**config.mk**
```make
export PLATFORM = sky130hd
export DESIGN_NAME = expression_lexer_core
export DESIGN_NICKNAME = d
export VERILOG_FILES = /design/src/design/exlex_pkg.sv /design/src/design/exlex_front.sv /design/src/design/exlex_queue.sv /design/src/design/exlex_back.sv /design/src/design/expression_lexer_core.sv
export SDC_FILE = /design/constraint.sdc
export NUM_CORES = 1
export LEC_CHECK = 0
export BUFFER_PORTS_ARGS = -buffer_cell sky130_fd_sc_hd__buf_2
export CAP_MARGIN = 20
export CORE_MARGIN = 3
export CORE_UTILIZATION = 51
export CTS_BUF_LIST = sky130_fd_sc_hd__clkbuf_8
export DETAILED_ROUTE_END_ITERATION = 12
export GPL_TIMING_DRIVEN = 0
export PLACE_DENSITY_LB_ADDON = 0.2
export SKIP_CTS_REPAIR_TIMING = 1
export SYNTH_ARGS = -nofsm -noshare
export SYNTH_HDL_FRONTEND = slang
export SYNTH_SLANG_ARGS = --single-unit
```
**constraint.sdc**
```tcl
create_clock -name clock -period 13.9 [get_ports clock]
set_input_delay 1.39 -clock clock [delete_from_list [all_inputs] [get_ports clock]]
set_output_delay 1.39 -clock clock [all_outputs]
set_load 0.02 [all_outputs]
```
**src/design/exlex_pkg.sv**
```systemverilog
// Shared types, codes and character helpers for the expression lexer.
`timescale 1ns / 1ps

package exlex_pkg;

   localparam int NUM_BITS       = 31;
   localparam int POS_BITS       = 16;
   localparam int QUEUE_DEPTH_DEF = 4;

   // Keyword "return": its length and the offset of its second 'r'.
   localparam logic [2:0] KW_LEN       = 3'd6;
   localparam logic [2:0] KW_REPEAT_AT = 3'd4;

   localparam logic [7:0] CHAR_TAB        = 8'h09;
   localparam logic [7:0] CHAR_CR         = 8'h0d;
   localparam logic [7:0] CHAR_SPACE      = 8'h20;
   localparam logic [7:0] CHAR_0          = 8'h30;
   localparam logic [7:0] CHAR_9          = 8'h39;
   localparam logic [7:0] CHAR_UPPER_A    = 8'h41;
   localparam logic [7:0] CHAR_UPPER_Z    = 8'h5a;
   localparam logic [7:0] CHAR_UNDERSCORE = 8'h5f;
   localparam logic [7:0] CHAR_LOWER_A    = 8'h61;
   localparam logic [7:0] CHAR_LOWER_Z    = 8'h7a;

   typedef enum logic [3:0] {
      KIND_NUM    = 4'd0,
      KIND_IDENT  = 4'd1,
      KIND_RETURN = 4'd2,
      KIND_END    = 4'd3,
      KIND_PLUS   = 4'd4,
      KIND_MINUS  = 4'd5,
      KIND_STAR   = 4'd6,
      KIND_SLASH  = 4'd7,
      KIND_LPAREN = 4'd8,
      KIND_RPAREN = 4'd9,
      KIND_SEMI   = 4'd10,
      KIND_ASSIGN = 4'd11,
      KIND_ERROR  = 4'd12
   } kind_type;

   typedef enum logic [1:0] {
      MODE_IDLE   = 2'd0,
      MODE_NUM    = 2'd1,
      MODE_PREFIX = 2'd2,
      MODE_ERR    = 2'd3
   } mode_type;

   typedef struct packed {
      logic [7:0] ch;
      logic       end_of_text;
   } req_type;

   typedef struct packed {
      kind_type              kind;
      logic [NUM_BITS-1:0]   value;
      logic [POS_BITS-1:0]   position;
      logic                  last;
   } rsp_type;

   // Token list for one byte: number, flushed keyword letters or return, one tail token.
   typedef struct packed {
      logic                  num_en;
      logic [NUM_BITS-1:0]   num_value;
      logic [POS_BITS-1:0]   start_pos;
      logic [2:0]            flush_cnt;
      logic                  ret_en;
      logic                  tail_en;
      kind_type              tail_kind;
      logic [4:0]            tail_value;
      logic [POS_BITS-1:0]   tail_pos;
   } job_type;

   typedef struct packed {
      logic full;
      logic not_empty;
   } qstat_type;

   function automatic logic [7:0] kw_char(input logic [2:0] idx);
      logic [7:0] c;
      unique case (idx)
         3'd0:    c = 8'h72;
         3'd1:    c = 8'h65;
         3'd2:    c = 8'h74;
         3'd3:    c = 8'h75;
         3'd4:    c = 8'h72;
         3'd5:    c = 8'h6e;
         default: c = 8'h00;
      endcase
      return c;
   endfunction

   function automatic logic [4:0] letter_index(input logic [7:0] c);
      logic [7:0] d;
      d = c - CHAR_LOWER_A;
      return d[4:0];
   endfunction

   // KIND_ERROR marks a byte that is no punctuator.
   function automatic kind_type punct_kind(input logic [7:0] c);
      kind_type k;
      unique case (c)
         8'h2b:   k = KIND_PLUS;
         8'h2d:   k = KIND_MINUS;
         8'h2a:   k = KIND_STAR;
         8'h2f:   k = KIND_SLASH;
         8'h28:   k = KIND_LPAREN;
         8'h29:   k = KIND_RPAREN;
         8'h3b:   k = KIND_SEMI;
         8'h3d:   k = KIND_ASSIGN;
         default: k = KIND_ERROR;
      endcase
      return k;
   endfunction

endpackage

```
**src/design/exlex_front.sv**
```systemverilog
// Front end: accepts bytes, tracks lexer state and builds the token list for each byte.
`timescale 1ns / 1ps

module exlex_front
   import exlex_pkg::*;
(
   input  logic      clock,
   input  logic      reset,
   input  logic      req_valid,
   output logic      req_ready,
   input  req_type   req_data,
   input  qstat_type q_stat,
   output logic      push,
   output job_type   push_job
);

   mode_type            mode_ff, mode_in;
   logic [NUM_BITS-1:0] acc_ff, acc_in;
   logic [2:0]          len_ff, len_in;
   logic [POS_BITS-1:0] pstart_ff, pstart_in;
   logic [POS_BITS-1:0] boff_ff, boff_in;

   logic                accept;
   logic [7:0]          ch;
   logic                eot;
   logic                is_digit, is_lower, is_word, is_space, is_punct, is_err;
   kind_type            pk;
   logic [2:0]          le;
   logic                kw_hit, ret_hit, split_hit, restart_r, process_c, active;
   logic [2:0]          flush;
   logic [NUM_BITS+3:0] acc_x10;
   logic                acc_sat;
   job_type             job;

   assign ch        = req_data.ch;
   assign eot       = req_data.end_of_text;
   assign req_ready = !q_stat.full;
   assign accept    = req_valid && req_ready;

   // Classify the byte and decide how the buffered keyword prefix resolves.
   always_comb begin
      is_digit  = (ch >= CHAR_0) && (ch <= CHAR_9);
      is_lower  = (ch >= CHAR_LOWER_A) && (ch <= CHAR_LOWER_Z);
      is_word   = is_digit || is_lower || (ch == CHAR_UNDERSCORE) ||
                  ((ch >= CHAR_UPPER_A) && (ch <= CHAR_UPPER_Z));
      is_space  = (ch == CHAR_SPACE) || ((ch >= CHAR_TAB) && (ch <= CHAR_CR));
      pk        = punct_kind(ch);
      is_punct  = (pk != KIND_ERROR);
      is_err    = !is_space && !is_punct && !is_digit && !is_lower;
      le        = (mode_ff == MODE_PREFIX) ? len_ff : 3'd0;
      kw_hit    = (le < KW_LEN) && (ch == kw_char(le));
      ret_hit   = (le == KW_LEN) && !is_word;
      // "retur" then 'e': the second 'r' starts a new prefix.
      split_hit = (le == KW_LEN - 3'd1) && (ch == kw_char(3'd1));
      restart_r = !kw_hit && (ch == kw_char(3'd0));
      process_c = !kw_hit && !split_hit && !restart_r;
      flush     = (kw_hit || ret_hit) ? 3'd0 : (split_hit ? KW_REPEAT_AT : le);
      active    = !eot && (mode_ff != MODE_ERR) && !((mode_ff == MODE_NUM) && is_digit);
      acc_x10   = {1'b0, acc_ff, 3'b000} + {3'b000, acc_ff, 1'b0} +
                  {{(NUM_BITS){1'b0}}, ch[3:0]};
      acc_sat   = |acc_x10[NUM_BITS+3:NUM_BITS];
   end

   // Next state.
   always_comb begin
      mode_in   = mode_ff;
      acc_in    = acc_ff;
      len_in    = len_ff;
      pstart_in = pstart_ff;
      boff_in   = boff_ff;
      if (accept) begin
         priority if (eot) begin
            mode_in   = MODE_IDLE;
            acc_in    = '0;
            len_in    = '0;
            pstart_in = '0;
            boff_in   = '0;
         end else if (mode_ff == MODE_ERR) begin
            boff_in = boff_ff + 1'b1;
         end else if ((mode_ff == MODE_NUM) && is_digit) begin
            boff_in = boff_ff + 1'b1;
            acc_in  = acc_sat ? {NUM_BITS{1'b1}} : acc_x10[NUM_BITS-1:0];
         end else begin
            boff_in = boff_ff + 1'b1;
            mode_in = MODE_IDLE;
            len_in  = '0;
            priority if (kw_hit) begin
               mode_in = MODE_PREFIX;
               len_in  = le + 3'd1;
               if (le == 3'd0) begin
                  pstart_in = boff_ff;
               end
            end else if (split_hit) begin
               mode_in   = MODE_PREFIX;
               len_in    = 3'd2;
               pstart_in = pstart_ff + POS_BITS'(KW_REPEAT_AT);
            end else if (restart_r) begin
               mode_in   = MODE_PREFIX;
               len_in    = 3'd1;
               pstart_in = boff_ff;
            end else if (is_digit) begin
               mode_in   = MODE_NUM;
               acc_in    = {{(NUM_BITS-4){1'b0}}, ch[3:0]};
               pstart_in = boff_ff;
            end else if (is_err) begin
               mode_in = MODE_ERR;
            end else begin
               mode_in = MODE_IDLE;
            end
         end
      end
   end

   // Token list for the accepted byte.
   always_comb begin
      job.num_en     = 1'b0;
      job.num_value  = acc_ff;
      job.start_pos  = pstart_ff;
      job.flush_cnt  = 3'd0;
      job.ret_en     = 1'b0;
      job.tail_en    = 1'b0;
      job.tail_kind  = KIND_END;
      job.tail_value = 5'd0;
      job.tail_pos   = boff_ff;
      if (eot) begin
         job.num_en  = (mode_ff == MODE_NUM);
         job.tail_en = 1'b1;
         if (mode_ff == MODE_PREFIX) begin
            if (len_ff == KW_LEN) begin
               job.ret_en = 1'b1;
            end else begin
               job.flush_cnt = len_ff;
            end
         end
      end else if (active) begin
         job.num_en    = (mode_ff == MODE_NUM);
         job.flush_cnt = flush;
         job.ret_en    = ret_hit;
         if (process_c) begin
            priority if (is_punct) begin
               job.tail_en   = 1'b1;
               job.tail_kind = pk;
            end else if (is_lower) begin
               job.tail_en    = 1'b1;
               job.tail_kind  = KIND_IDENT;
               job.tail_value = letter_index(ch);
            end else if (is_err) begin
               job.tail_en   = 1'b1;
               job.tail_kind = KIND_ERROR;
            end else begin
               job.tail_en = 1'b0;
            end
         end
      end
   end

   assign push_job = job;
   assign push     = accept &&
                     (job.num_en || job.ret_en || job.tail_en || (job.flush_cnt != 3'd0));

   always_ff @(posedge clock) begin
      if (reset) begin
         mode_ff   <= MODE_IDLE;
         acc_ff    <= '0;
         len_ff    <= '0;
         pstart_ff <= '0;
         boff_ff   <= '0;
      end else begin
         mode_ff   <= mode_in;
         acc_ff    <= acc_in;
         len_ff    <= len_in;
         pstart_ff <= pstart_in;
         boff_ff   <= boff_in;
      end
   end

endmodule

```
**src/design/exlex_queue.sv**
```systemverilog
// Short queue of token lists between front and back end.
`timescale 1ns / 1ps

module exlex_queue
   import exlex_pkg::*;
#(
   parameter int DEPTH = QUEUE_DEPTH_DEF
)(
   input  logic      clock,
   input  logic      reset,
   input  logic      push,
   input  job_type   push_job,
   input  logic      pop,
   output qstat_type q_stat,
   output job_type   head_job
);

   localparam int PTR_W = (DEPTH > 1) ? $clog2(DEPTH) : 1;
   localparam int CNT_W = $clog2(DEPTH + 1);

   job_type          slot_ff [DEPTH];
   logic [PTR_W-1:0] wr_ptr_ff, wr_ptr_in;
   logic [PTR_W-1:0] rd_ptr_ff, rd_ptr_in;
   logic [CNT_W-1:0] count_ff, count_in;

   always_comb begin
      wr_ptr_in = wr_ptr_ff;
      rd_ptr_in = rd_ptr_ff;
      count_in  = count_ff;
      if (push) begin
         wr_ptr_in = (wr_ptr_ff == PTR_W'(DEPTH - 1)) ? '0 : wr_ptr_ff + 1'b1;
      end
      if (pop) begin
         rd_ptr_in = (rd_ptr_ff == PTR_W'(DEPTH - 1)) ? '0 : rd_ptr_ff + 1'b1;
      end
      unique case ({push, pop})
         2'b10:   count_in = count_ff + 1'b1;
         2'b01:   count_in = count_ff - 1'b1;
         default: count_in = count_ff;
      endcase
   end

   assign q_stat.full      = (count_ff == CNT_W'(DEPTH));
   assign q_stat.not_empty = (count_ff != '0);
   assign head_job         = slot_ff[rd_ptr_ff];

   always_ff @(posedge clock) begin
      if (push) begin
         slot_ff[wr_ptr_ff] <= push_job;
      end
   end

   always_ff @(posedge clock) begin
      if (reset) begin
         wr_ptr_ff <= '0;
         rd_ptr_ff <= '0;
         count_ff  <= '0;
      end else begin
         wr_ptr_ff <= wr_ptr_in;
         rd_ptr_ff <= rd_ptr_in;
         count_ff  <= count_in;
      end
   end

endmodule

```
**src/design/exlex_back.sv**
```systemverilog
// Back end: moves a list's tokens to the output register, one a cycle unless stalled.
`timescale 1ns / 1ps

module exlex_back
   import exlex_pkg::*;
(
   input  logic      clock,
   input  logic      reset,
   input  qstat_type q_stat,
   input  job_type   head_job,
   output logic      pop,
   output logic      rsp_valid,
   input  logic      rsp_ready,
   output rsp_type   rsp_data
);

   logic [2:0] k_ff, k_in;
   logic       rsp_valid_ff, rsp_valid_in;
   rsp_type    rsp_ff, rsp_in;

   logic [2:0] j;
   logic [3:0] n_tok;
   logic       tok_last;
   logic       load;

   assign load = q_stat.not_empty && (!rsp_valid_ff || rsp_ready);

   always_comb begin
      j        = k_ff - {2'b00, head_job.num_en};
      n_tok    = {3'b000, head_job.num_en} + {1'b0, head_job.flush_cnt} +
                 {3'b000, head_job.ret_en} + {3'b000, head_job.tail_en};
      tok_last = ({1'b0, k_ff} == (n_tok - 4'd1));
      rsp_in.last = tok_last;
      priority if (head_job.num_en && (k_ff == 3'd0)) begin
         rsp_in.kind     = KIND_NUM;
         rsp_in.value    = head_job.num_value;
         rsp_in.position = head_job.start_pos;
      end else if (j < head_job.flush_cnt) begin
         rsp_in.kind     = KIND_IDENT;
         rsp_in.value    = NUM_BITS'(letter_index(kw_char(j)));
         rsp_in.position = head_job.start_pos + POS_BITS'(j);
      end else if (head_job.ret_en && (j == 3'd0)) begin
         rsp_in.kind     = KIND_RETURN;
         rsp_in.value    = '0;
         rsp_in.position = head_job.start_pos;
      end else begin
         rsp_in.kind     = head_job.tail_kind;
         rsp_in.value    = NUM_BITS'(head_job.tail_value);
         rsp_in.position = head_job.tail_pos;
      end
   end

   always_comb begin
      k_in         = k_ff;
      rsp_valid_in = rsp_valid_ff;
      if (load) begin
         k_in         = tok_last ? 3'd0 : k_ff + 3'd1;
         rsp_valid_in = 1'b1;
      end else if (rsp_ready) begin
         rsp_valid_in = 1'b0;
      end
   end

   assign pop       = load && tok_last;
   assign rsp_valid = rsp_valid_ff;
   assign rsp_data  = rsp_ff;

   always_ff @(posedge clock) begin
      if (load) begin
         rsp_ff <= rsp_in;
      end
   end

   always_ff @(posedge clock) begin
      if (reset) begin
         k_ff         <= '0;
         rsp_valid_ff <= 1'b0;
      end else begin
         k_ff         <= k_in;
         rsp_valid_ff <= rsp_valid_in;
      end
   end

endmodule

```
**src/design/expression_lexer_core.sv**
```systemverilog
// Top level of the expression lexer: front end, token-list queue, back end.
//
// Usage: source bytes arrive on the req_ channel (ch, end_of_text), one item
// per accepted handshake. Tokens leave on the rsp_ channel (kind, value,
// position, last); last marks the final token caused by one input item.
// The first token of a byte passes through the token-list queue into the output
// register and is offered from then on. The front takes one byte a cycle while
// the queue of QUEUE_DEPTH token lists has room; the back emits one token a
// cycle while the receiver takes them. One byte can flush up to seven tokens
// (when a buffered "return" turns into identifiers), and the back moves on to
// the next token list only after the last token of the current one.
// Bytes that cause no token (whitespace, digits inside a number, keyword
// letters being buffered, bytes after an error) never enter the queue.
// Reset (synchronous) clears lexer state, empties the queue and drops any
// token on the output; the next text starts at offset 0, as it also does
// after every end marker.
// When the receiver stalls, the output token holds, the queue fills and
// req_ready drops until room frees up.
`timescale 1ns / 1ps

module expression_lexer_core
   import exlex_pkg::*;
#(
   parameter int QUEUE_DEPTH = QUEUE_DEPTH_DEF
)(
   input  logic    clock,
   input  logic    reset,
   input  logic    req_valid,
   output logic    req_ready,
   input  req_type req_data,
   output logic    rsp_valid,
   input  logic    rsp_ready,
   output rsp_type rsp_data
);

   qstat_type q_stat;
   logic      push;
   logic      pop;
   job_type   push_job;
   job_type   head_job;

   exlex_front u_front (
      .clock     (clock),
      .reset     (reset),
      .req_valid (req_valid),
      .req_ready (req_ready),
      .req_data  (req_data),
      .q_stat    (q_stat),
      .push      (push),
      .push_job  (push_job)
   );

   exlex_queue #(
      .DEPTH (QUEUE_DEPTH)
   ) u_queue (
      .clock    (clock),
      .reset    (reset),
      .push     (push),
      .push_job (push_job),
      .pop      (pop),
      .q_stat   (q_stat),
      .head_job (head_job)
   );

   exlex_back u_back (
      .clock     (clock),
      .reset     (reset),
      .q_stat    (q_stat),
      .head_job  (head_job),
      .pop       (pop),
      .rsp_valid (rsp_valid),
      .rsp_ready (rsp_ready),
      .rsp_data  (rsp_data)
   );

endmodule

```
After elaboration in Yosys (flattened, before gate mapping)
Memories as Yosys holds them, arrays and structs flattened. A register that Yosys moved wholly into a read port is not among the register bits.
Cells that the tools add are included.
- register bits: 131
- memory bits (writable): 312
- input bits: 13
- output and inout bits: 54
- logic and storage cells: 214
- memories: 1
- add/subtract/negate cells: 18
- order comparisons: 10
- equality and inequality tests: 42
- muxes and demuxes: 67
- reduce and logical (&&, ||, !) cells: 60
- memory list (memory ; depth ; bits a word ; read ports ; clocked after Yosys merged registers in ; wr ports ; RTL line ; RTL):
    u_queue.slot_ff ; 4 ; 78 ; 1 ; 1 ; 1 ; exlex_queue.sv:21 ; job_type slot_ff [DEPTH];
- operator list (operator ; count):
    $mux 31 ; 8
    $mux 16 ; 9
    $eq 8x6->1 const B ; 9
    $mux 49 ; 1
    $mux 48 ; 1
    $mux 47 ; 1
    $add 34x32->35 ; 1
    $add 35x4->35 ; 1
    $mux 5 ; 7
    $pmux 7 s5 ; 1
    $pmux 4 s8 ; 1
    $mux 3 ; 10
    $pmux 5 s5 ; 1
    $eq 8x7->1 const B ; 3
    $mux 2 ; 12
    $logic_and 1x1->1 ; 22
    $eq 3x3->1 const B ; 7
    $add 16x1->16 const B ; 1
    $add 16x3->16 ; 1
    $add 16x3->16 const B ; 1
    $ge 8x7->1 const B ; 2
    $le 8x7->1 const B ; 2
    $mux 14 ; 1
    $eq 3x2->1 const B ; 4
    other kinds (39) ; 90

Logic depth before layout (Yosys ltp)
Gate-level depths: netlist of the first run.
- depth after elaboration: 20
- depth in mapped cells: 24
- mapped depth without buffers: 18

Hierarchy
Synthesis of the first run repeated with hierarchy kept, for this count alone.
- cells, all modules: 1515
- area total of the unflattened synthesis: 20852.5 µm²
- by module, submodules not included (module ; instances ; cells an instance ; area each (µm²) ; seq. area each (µm²)):
    exlex_queue ; 1 ; 452 ; 11713.7 ; 9549.2
    exlex_front ; 1 ; 782 ; 6039.5 ; 1361.3
    exlex_back ; 1 ; 281 ; 3099.2 ; 1641.6

Least setup slack after synthesis of the first run
OpenSTA, ideal clock, no wires.
- kind: input -> register
- start point: input req_data[3] in the netlist's numbering
- end point: memory u_queue.slot_ff[0][0] in the netlist's numbering, enable pin
- library setup time: 0.515 ns
- data arrival time: 6.909 ns
- required time: 13.385 ns
- setup slack: 6.476 ns
- stages: 13
- buffers on the path: 2
- path through: clkbuf_1 > clkbuf_1 > nor3b_1 > nor4_1 > inv_1 > ha_1 > nor2_1 > o211ai_1 > nand2_1 > o2111ai_1 > o2111ai_1 > o21ai_1 > nor2_1
- longest elaborated chain between the ends: 18
- elaborated cells between the ends (all ways): 69
- those cells by class: order compare: 8; eq/ne: 14; mux: 13; reduce/logical: 34
- ends and longest elaborated chain (what ; RTL line ; RTL):
    start, declared ; expression_lexer_core.sv:30 ; input req_type req_data,
    $eq 8x6->1 (tied with other cells) ; exlex_pkg.sv:101 ; unique case (c)
    $pmux 4 s8 or $logic_and 1x1->1 (tied branches) ; exlex_pkg.sv:101, exlex_front.sv:46 ;
    $ne 4x4->1 or $logic_or 1x1->1 (tied branches) ; exlex_front.sv:48, exlex_front.sv:46 ;
    $logic_not 1->1 ; exlex_front.sv:49 ; is_err = !is_space && !is_punct && !is_digit && !is_lower;
    $logic_and 1x1->1 (3 in series) ; exlex_front.sv:49 ;
    $mux 1 ; exlex_front.sv:147 ; end else if (is_err) begin
    $mux 5 ; exlex_front.sv:143 ; end else if (is_lower) begin
    $mux 5 ; exlex_front.sv:140 ; priority if (is_punct) begin
    $mux 10 ; exlex_front.sv:139 ; if (process_c) begin
    $mux 14 ; exlex_front.sv:135 ; end else if (active) begin
    $mux 5 ; exlex_front.sv:125 ; if (eot) begin
    $logic_or 1x1->1 ; exlex_front.sv:159 ; (job.num_en || job.ret_en || job.tail_en || (job.flush_cnt != 3'd0));
    $logic_or 1x1->1 * ; exlex_front.sv:159 ;
    $logic_and 1x1->1 * ; exlex_front.sv:158 ; assign push = accept &&
    $mux 1 * ; exlex_queue.sv:48 ; if (push) begin
    $mux 1 (implied by the code) * ; exlex_queue.sv:49 ; slot_ff[wr_ptr_ff] <= push_job;
    end, declared ; exlex_queue.sv:21 ;
Mark *: on every way between the ends. The rest lies on a longest branch, timed or not.

==> out/qor.csv, run 1 <==
metric,value,unit
status,"finished, final reports clean",
synth.distinct_cells,84,
synth.avg_cell_area,13.4,sq um
antenna_found_initial,1,
cp_max_fo,10,
grt_pass1_vias,13711,
yosysTopAreaCellShare,0.519,
r2r_cells,22,
postSynth.asyncResetShare,0,
ys_ff_latch,445,
power.switching,1010,uW
met3_usage,0.0380,
cts_max_path_buffers,3,
nNetsFinal,1833,
tightest_slew,1.01,ns
synthesis.area,0.0211,sq mm
switching_share,0.296,
detailed_place_hpwl,35300,microns
yosysSeqAreaShare,0.596,
slew_headroom,0.328,
seqPwrFrac,0.471,
endpoint,u_queue.count_ff[2],
die-area,0.0438,sq mm
period_needed,6.59,ns
n_antenna_cell,0,
synth_common_cells,"edfxtp_1 (364), nand2_1 (105), nor2_1 (104)",
power.internal,2400,uW
slew_viol_final,0,
rsz0062_at_grt,no,
io_pins,67,
via_per_inst,6.00,
syn_nets,1677,
finalCritPeriodShare,0.474,
die_y,209,microns
num_rows,73,
place.gp.congestion,0.898,
synth_edf_count,364,
power,3400,uW
hold_path_class,flip-flop to flip-flop,
powerDensity,143,mW/mm^2
end_kind,flip-flop,
cts-root-buf,clkbuf_8,
grt_max_degree,28,
max_freq,152,MHz
core_area,0.0403,sq mm
area_growth,13.2,%
drt_iter0_drc,1141,
layout-drive-gt1-share,0.186,
clock_sinks,445,
grt_use_met2,0.359,
yosysMostFrequentCell,edfxtp_1,
cts_buffers,75,
wl_per_cell,21.6,microns
synthCells,1567,
synth_top_area_cell,edfxtp_1,
h-tree-depth,3,
synth_warnings,0,
cts_tree,yes,
fillers,3194,
finalWirelength,49900,microns
synth_flop_cell,edfxtp_1,
grt_overflow,0,
reg2reg_slack,7.31,ns
initial_utilization,0.523,
finClkSkew,0.0330,ns
ir_drop,89.7,uV
final-setup-viol-count,0,
drv_cap,0,
portBuffers,65,
grt_usage,0.228,
first_pass_iters,5,
die_width,209,microns
grt-busiest-layer,met2,
tns,0,ns
synth.area.top_cells,"edfxtp_1 (52%), mux4_2 (8.3%), dfxtp_1 (7.7%), ha_1 (5.4%), a21oi_1 (2.4%)",
hold_viol_final,0,
final_antenna_net_count,0,
grtUsageMet1,0.321,
drc,0,
reg2reg_to,u_queue.count_ff[2],
cp.required,14.44,ns
num_vias,13856,
critPathKind,flip-flop to flip-flop,
start_kind,flip-flop,
clkLatencyLatePin,0.64,ns
cp.arrival,7.12,ns
grt_pass1_wl,77600,microns
power_frac_comb,0.202,
path_clk_slew,0.06,ns
p_clk_frac,0.327,
p_leak,0.00883,uW
[kinds of logic (layout without fill, tap and decap cells)]
group	Yosys count	count (layout)	synth area share
AOI/OAI and AO/OA	323	323	0.102
xor gates and xnor gates	61	61	0.0254
adders and majority gates	97	97	0.0597
buffers and inverters	127	346	0.0255
DFF	445	445	0.596
muxes	90	90	0.0893
and+or+nand+nor	424	424	0.102
[routing by layer]
metal | share of wire | vias to the layer above
met4 | 0.032 | 0
met3 | 0.073 | 106
met2 | 0.46 | 545
met5 | 0 | -
li1 | - | 6360
met1 | 0.43 | 6845
[stage by stage]
step / instance area (sq um) / hold slack, ns / utilization / worst slack, ns / cells
global route: 23800 / 0.523 / 0.592 / 6.99 / 2311
finish: 23800 / 0.506 / 0.592 / 7.31 / 2311
floorplan: 21100 / 0.460 / - / 6.48 / 1567
detailed placement: 22400 / 0.496 / 0.556 / 7.39 / 2171
global placement: 22100 / 0.459 / 0.548 / 2.71 / 2157
CTS: 23800 / 0.507 / 0.592 / 7.35 / 2311
[area by class of cell]
type                            count  area (sq um)  area share
Sequential cell                   445         12600       0.526
Multi-Input combinational cell    995          8030       0.337
Clock buffer                       78          1070      0.0450
Tap cell                          525           657      0.0275
Timing Repair Buffer               79           628      0.0263
Clock inverter                     62           374      0.0157
Buffer                             75           343      0.0144
Inverter                           52           195     0.00818
[power by group through the flow]
stage,clock network (uW),logic [uW],registers [uW]
after floorplan,0,361,1710
after global placement,0,650,1650
after detailed placement,0,685,1630
after CTS,1140,689,1610
after global routing,1200,744,1610
final,1110,689,1600
[critical path, stage by stage, from the launching register on]
cell and delay, ns:
dfxtp_1 0.48, buf_2 0.37, buf_1 0.58, clkbuf_1 0.69, clkbuf_1 0.63, mux4_2 0.33
inv_1 0.05, ha_1 0.27, inv_1 0.06, fa_1 0.43, inv_1 0.08, fa_1 0.42
xor2_1 0.15, nand4_1 0.17, inv_1 0.10, and2_1 0.12, clkbuf_1 0.26, ha_1 0.26
inv_1 0.06, fa_1 0.37, xor2_1 0.15, or3_1 0.31, a21oi_1 0.14
[cells in the final DEF (no fill, tap or decap), types with 11 or more instances in the layout]
| master | n |
|---|---|
| a21o_1 | 24 |
| a21oi_1 | 102 |
| a22oi_1 | 29 |
| a31oi_1 | 11 |
| and2_1 | 32 |
| and3_1 | 14 |
| buf_12 | 11 |
| buf_2 | 84 |
| clkbuf_1 | 47 |
| clkbuf_8 | 78 |
| clkinv_2 | 13 |
| dfxtp_1 | 81 |
| edfxtp_1 | 364 |
| ha_1 | 91 |
| inv_1 | 81 |
| mux2i_1 | 11 |
| mux4_2 | 78 |
| nand2_1 | 105 |
| nand2_2 | 20 |
| nand3_1 | 25 |
| nand4_1 | 12 |
| nor2_1 | 100 |
| nor2b_1 | 14 |
| nor3_1 | 31 |
| o211ai_1 | 19 |
| o21ai_0 | 41 |
| or3_1 | 11 |
| xnor2_1 | 27 |
| xor2_1 | 34 |
[registers in the layout, summed over array words and instances (netlist names), named ones only]
register	cells
u_front.mode_ff	2
u_front.acc_ff	31
u_front.boff_ff	16
u_queue.wr_ptr_ff	2
u_front.pstart_ff	16
u_queue.slot_ff	312
u_queue.rd_ptr_ff	2
u_back.rsp_valid	1
u_back.k_ff	3
u_front.len_ff	3
u_back.rsp_data	52
u_queue.count_ff	3
[worst min path at each step]
stage,from,cells past startpoint,endpoint
after floorplan,u_front.pstart_ff[0],0,u_queue.slot_ff[0][30]
after global placement,u_back.rsp_valid,2,u_back.rsp_valid
after detailed placement,u_front.pstart_ff[1],0,u_queue.slot_ff[0][31]
after CTS,u_back.rsp_valid,2,u_back.rsp_valid
after global routing,u_front.pstart_ff[0],0,u_queue.slot_ff[1][30]
final,u_back.rsp_valid,2,u_back.rsp_valid
No activity file was read; power rests on OpenSTA's default activity.
==> inputs of run 2 (changes only) <==
==> constraint.sdc (replaced) <==
create_clock -name clock -period 5.94 [get_ports clock]
set_input_delay 0.594 -clock clock [delete_from_list [all_inputs] [get_ports clock]]
set_output_delay 0.594 -clock clock [all_outputs]
set_load 0.02 [all_outputs]
==> out/qor.csv, run 2 (synthesized netlist as in run 1, its figures left out) <==
metric,value,unit
place.gp.congestion,0.898,
cts_max_path_buffers,3,
crit_top_cell,inv_1,
antenna_found_initial,1,
whs,0.293,ns
finClkSkew,0.0421,ns
min_to,u_back.rsp_valid,
route.met2.wl,23100,microns
nNetsFinal,1830,
ir_drop,210,uV
n_antenna_cell,0,
start_kind,flip-flop,
p_clk_frac,0.327,
detailed_place_hpwl,35300,microns
end_kind,flip-flop,
placed_area,0.0224,sq mm
final_cell_mix,"edfxtp_1 (364), nand2_1 (105), a21oi_1 (102), nor2_1 (100), ha_1 (91)",
final_util,0.592,
fin_area,0.0238,sq mm
largest_reg_flops,312,
clkLatencyLatePin,0.64,ns
max_stage_delay,0.53,ns
r2r_cells,23,
wl_per_cell,21.6,microns
h-tree-depth,3,
hold_viol_final,0,
final_common_cell,edfxtp_1,
finalCritPeriodShare,0.926,
powerDensity,334,mW/mm^2
wl_met1,21600,microns
tns,0,ns
num_rows,73,
worst_path_max_delay_cell,mux4_2,
grt_pass1_vias,13711,
grt_overflow,0,
tightest_slew,0.986,ns
cp_max_fo,19,
grt_max_degree,28,
status,"finished, final reports clean",
switching_share,0.296,
seqPwrFrac,0.471,
drt_iter0_drc,1085,
reg2reg_to,u_queue.count_ff[2],
cp.depth,23,
cp.arrival,6.04,ns
initial_utilization,0.523,
clock_sinks,445,
highest_layer,met4,
slew_headroom,0.341,
rsz0062_at_grt,no,
final-setup-viol-count,0,
power.switching,2360,uW
critPathTopFamily,buffers and inverters,
period_needed,5.50,ns
num_vias,13815,
first_pass_iters,5,
die-area,0.0438,sq mm
reg2reg_slack,0.44,ns
die_y,209,microns
power.internal,5610,uW
wl_met3,3680,microns
cp.required,6.48,ns
max_freq,182,MHz
area_growth,13.2,%
final_antenna_net_count,0,
via_per_inst,5.99,
top_register,u_queue.slot_ff,
p_leak,0.00882,uW
path_clk_slew,0.06,ns
drv_cap,0,
core_area,0.0403,sq mm
grt_pass1_wl,77600,microns
worstHoldStart,rsp_ready,
crit_chain,buf_2 > clkbuf_4 > buf_6 > clkbuf_4 > mux4_2 > inv_1 > ha_1 > inv_1 > fa_1 > inv_1 > fa_1 > xnor2_1 > xnor2_1 > nand4_1 > inv_1 > and2_1 > clkbuf_1 > ha_1 > inv_1 > fa_1 > xor2_1 > or3_1 > a21oi_1,
cts-root-buf,clkbuf_8,
cts_tree,yes,
portBuffers,65,
power_frac_comb,0.202,
slew_viol_final,0,
power,7970,uW
die_width,209,microns
layout-drive-gt1-share,0.187,
grt_usage,0.228,
hold_path_class,input pin to flip-flop,
drc,0,
critPathBufInv,10,
cts_buffers,75,
finalWirelength,49900,microns
io_pins,67,
whs_path_depth,4,
critPathKind,flip-flop to flip-flop,
run 2: worst reg2reg max path: cells and delay by family (launching register included):
family | cells | cell delay [ns]
buf+inv | 10 | 1.91
compound gates | 1 | 0.14
mux | 1 | 0.53
fa+ha+maj | 5 | 1.43
xor+xnor | 3 | 0.51
simple gates | 3 | 0.60
flops | 1 | 0.31
run 2: cell type report:
class                      count  area, sq um
buffer                        72          343
clock buffer                  78         1070
clock inverter                62          374
fill                        3195        16400
inverter                      52          195
multi-input combinational    995         8030
sequential                   445        12600
tap                          525          657
timing repair buffer          79          628
run 2: stage by stage:
stage          instances  setup WS (ns)
2_1_floorplan       1567         -0.688
3_3_place_gp        2157          -4.45
3_5_place_dp        2171         -0.573
4_1_cts             2311         -0.608
5_1_grt             2308         0.0238
6_report            2308          0.440
run 2: metal layers:
layer  vias to the layer above  GRT usage
met4                         0     0.0852
met5                         -          0
li1                       6358          -
met2                       542      0.359
met1                      6813      0.321
met3                       102     0.0380
run 2: how the worst max path moves through the flow:
stage,start,slack [ns],endpoint
after detailed placement,flip-flop,-0.57,u_queue.count_ff[2]
final,flip-flop,0.44,u_queue.count_ff[2]
after global placement,req_data[3],-4.45,u_queue.slot_ff[0][66]
after CTS,flip-flop,-0.61,u_queue.count_ff[2]
after global routing,flip-flop,0.02,u_queue.count_ff[2]
after floorplan,req_data[3],-0.69,u_queue.slot_ff[0][0]
run 2: power by group through the flow:
stage | clock network (uW) | registers, uW | logic [uW]
floorplan | 0 | 4000 | 845
CTS | 2660 | 3760 | 1610
global route | 2820 | 3780 | 1740
detailed placement | 0 | 3820 | 1600
finish | 2600 | 3750 | 1610
global placement | 0 | 3860 | 1520
==> inputs of run 3 (changes only) <==
--- a/config.mk
+++ b/config.mk
@@ -7,8 +7,10 @@
 export LEC_CHECK = 0
 export BUFFER_PORTS_ARGS = -buffer_cell sky130_fd_sc_hd__buf_2
 export CAP_MARGIN = 20
+export CELL_PAD_IN_SITES_DETAIL_PLACEMENT = 1
+export CELL_PAD_IN_SITES_GLOBAL_PLACEMENT = 2
 export CORE_MARGIN = 3
-export CORE_UTILIZATION = 51
+export CORE_UTILIZATION = 42
 export CTS_BUF_LIST = sky130_fd_sc_hd__clkbuf_8
 export DETAILED_ROUTE_END_ITERATION = 12
 export GPL_TIMING_DRIVEN = 0
==> out/qor.csv, run 3 (synthesized netlist as in run 1, its figures left out) <==
metric,value,unit
final_common_cell,edfxtp_1,
end_kind,flip-flop,
grt_max_degree,28,
period_needed,5.51,ns
status,"finished, final reports clean",
tightest_slew,1.04,ns
largest_reg_flops,312,
grt_pass1_vias,14679,
layout-drive-gt1-share,0.191,
max_freq,181,MHz
cts_buffers,78,
top_register,u_queue.slot_ff,
clock_sinks,445,
p_clk_frac,0.338,
final_antenna_net_count,0,
fillers,5102,
wl_per_cell,23.0,microns
crit_top_cell,inv_1,
wl_met3,2670,microns
core_area,0.0493,sq mm
slew_viol_final,0,
slew_headroom,0.303,
critPathKind,flip-flop to flip-flop,
finalWirelength,56400,microns
io_pins,67,
finClkSkew,0.0344,ns
final_cell_mix,"edfxtp_1 (364), nand2_1 (105), a21oi_1 (102), nor2_1 (100), ha_1 (91)",
critPathBufInv,9,
num_rows,81,
hold_path_class,input pin to flip-flop,
grt_overflow,0,
final-setup-viol-count,0,
detailed_place_hpwl,40500,microns
power.internal,5690,uW
power.switching,2440,uW
hold_viol_final,0,
portBuffers,65,
h-tree-depth,3,
grt_usage,0.218,
drv_cap,0,
final_util,0.489,
cts-root-buf,clkbuf_8,
drc,0,
crit_chain,clkbuf_4 > clkbuf_2 > clkbuf_2 > mux4_2 > inv_1 > ha_1 > inv_1 > fa_1 > inv_1 > fa_1 > xor2_1 > nand4_1 > inv_1 > and2_1 > clkbuf_1 > ha_1 > inv_1 > fa_1 > xor2_1 > or3_1 > a21oi_1,
cts_tree,yes,
route.met2.wl,27900,microns
powerDensity,338,mW/mm^2
drt_iter0_drc,703,
clkLatencyLatePin,0.66,ns
first_pass_iters,5,
highest_layer,met4,
rsz0062_at_grt,no,
area_growth,14.3,%
switching_share,0.300,
via_per_inst,5.57,
cp.required,6.51,ns
n_antenna_cell,0,
seqPwrFrac,0.462,
start_kind,flip-flop,
num_vias,13657,
nNetsFinal,1834,
path_clk_slew,0.06,ns
power_frac_comb,0.201,
place.gp.congestion,0.856,
wl_met1,24100,microns
initial_utilization,0.428,
antenna_found_initial,1,
tns,0,ns
p_leak,0.00884,uW
grt_pass1_wl,87900,microns
cp_max_fo,19,
die-area,0.0529,sq mm
cts_max_path_buffers,3,
finalCritPeriodShare,0.928,
die_width,230,microns
worst_path_max_delay_cell,dfxtp_1,
ir_drop,202,uV
max_stage_delay,0.51,ns
cp.arrival,6.09,ns
critPathTopFamily,buffers and inverters,
die_y,230,microns
## run 3: changes by cell type in the layout (fill, tap and decap cells not counted), sizes merged
cell      previous run  this run
clkbuf             126       136
inv                 84        80
bufinv               3         2
clkinvlp             3         2
## run 3: through the flow
step | power, uW | worst slack, ns | cell area (sq um) | cells | hold slack, ns
floorplan | 4840 | -0.688 | 21100 | 1567 | 0.460
detailed placement | 5470 | -0.821 | 22600 | 2310 | 0.500
finish | 8130 | 0.429 | 24100 | 2451 | 0.244
global placement | 5420 | -4.48 | 22200 | 2296 | 0.451
global route | 8540 | 0.00243 | 24100 | 2451 | 0.221
CTS | 8270 | -0.862 | 24100 | 2453 | 0.186
## run 3: final timing paths
| path | from | to | slack, ns | cells past startpoint |
|---|---|---|---|---|
| hold / removal | rsp_ready | u_back.rsp_valid | 0.24 | 4 |
| hold reg to reg | u_back.rsp_valid | u_back.rsp_valid | 0.50 | 2 |
| setup / recovery | flip-flop | u_queue.count_ff[2] | 0.43 | 21 |
| setup reg to reg | flip-flop | u_queue.count_ff[2] | 0.43 | 21 |
## run 3: area by class of cell
type                       count  area (sq um)  share of cell area
timing repair buffer          79           613              0.0254
clock inverter                56           334              0.0139
tap                          664           831              0.0345
buffer                        73           348              0.0144
inverter                      52           195             0.00810
sequential                   445         12600               0.521
clock buffer                  87          1200              0.0497
multi-input combinational    995          8030               0.333
## run 3: layer usage
| layer | track usage | vias to the layer above |
|---|---|---|
| met3 | 0.0421 | 106 |
| met4 | 0.0746 | 0 |
| met5 | 0 | - |
| li1 | - | 6347 |
| met1 | 0.278 | 6898 |
| met2 | 0.372 | 306 |
## run 3: worst min-delay path, stage by stage
cell and delay [ns]:
buf_2 0.07, inv_1 0.06, nand2_1 0.07, a21oi_1 0.05
## run 3: power by group through the flow
stage	Clock (uW)	Sequential [uW]	Combinational (uW)
5_1_grt	2980	3780	1780
3_3_place_gp	0	3860	1570
4_1_cts	2850	3760	1660
3_5_place_dp	0	3820	1650
6_report	2750	3760	1630
2_1_floorplan	0	4000	845
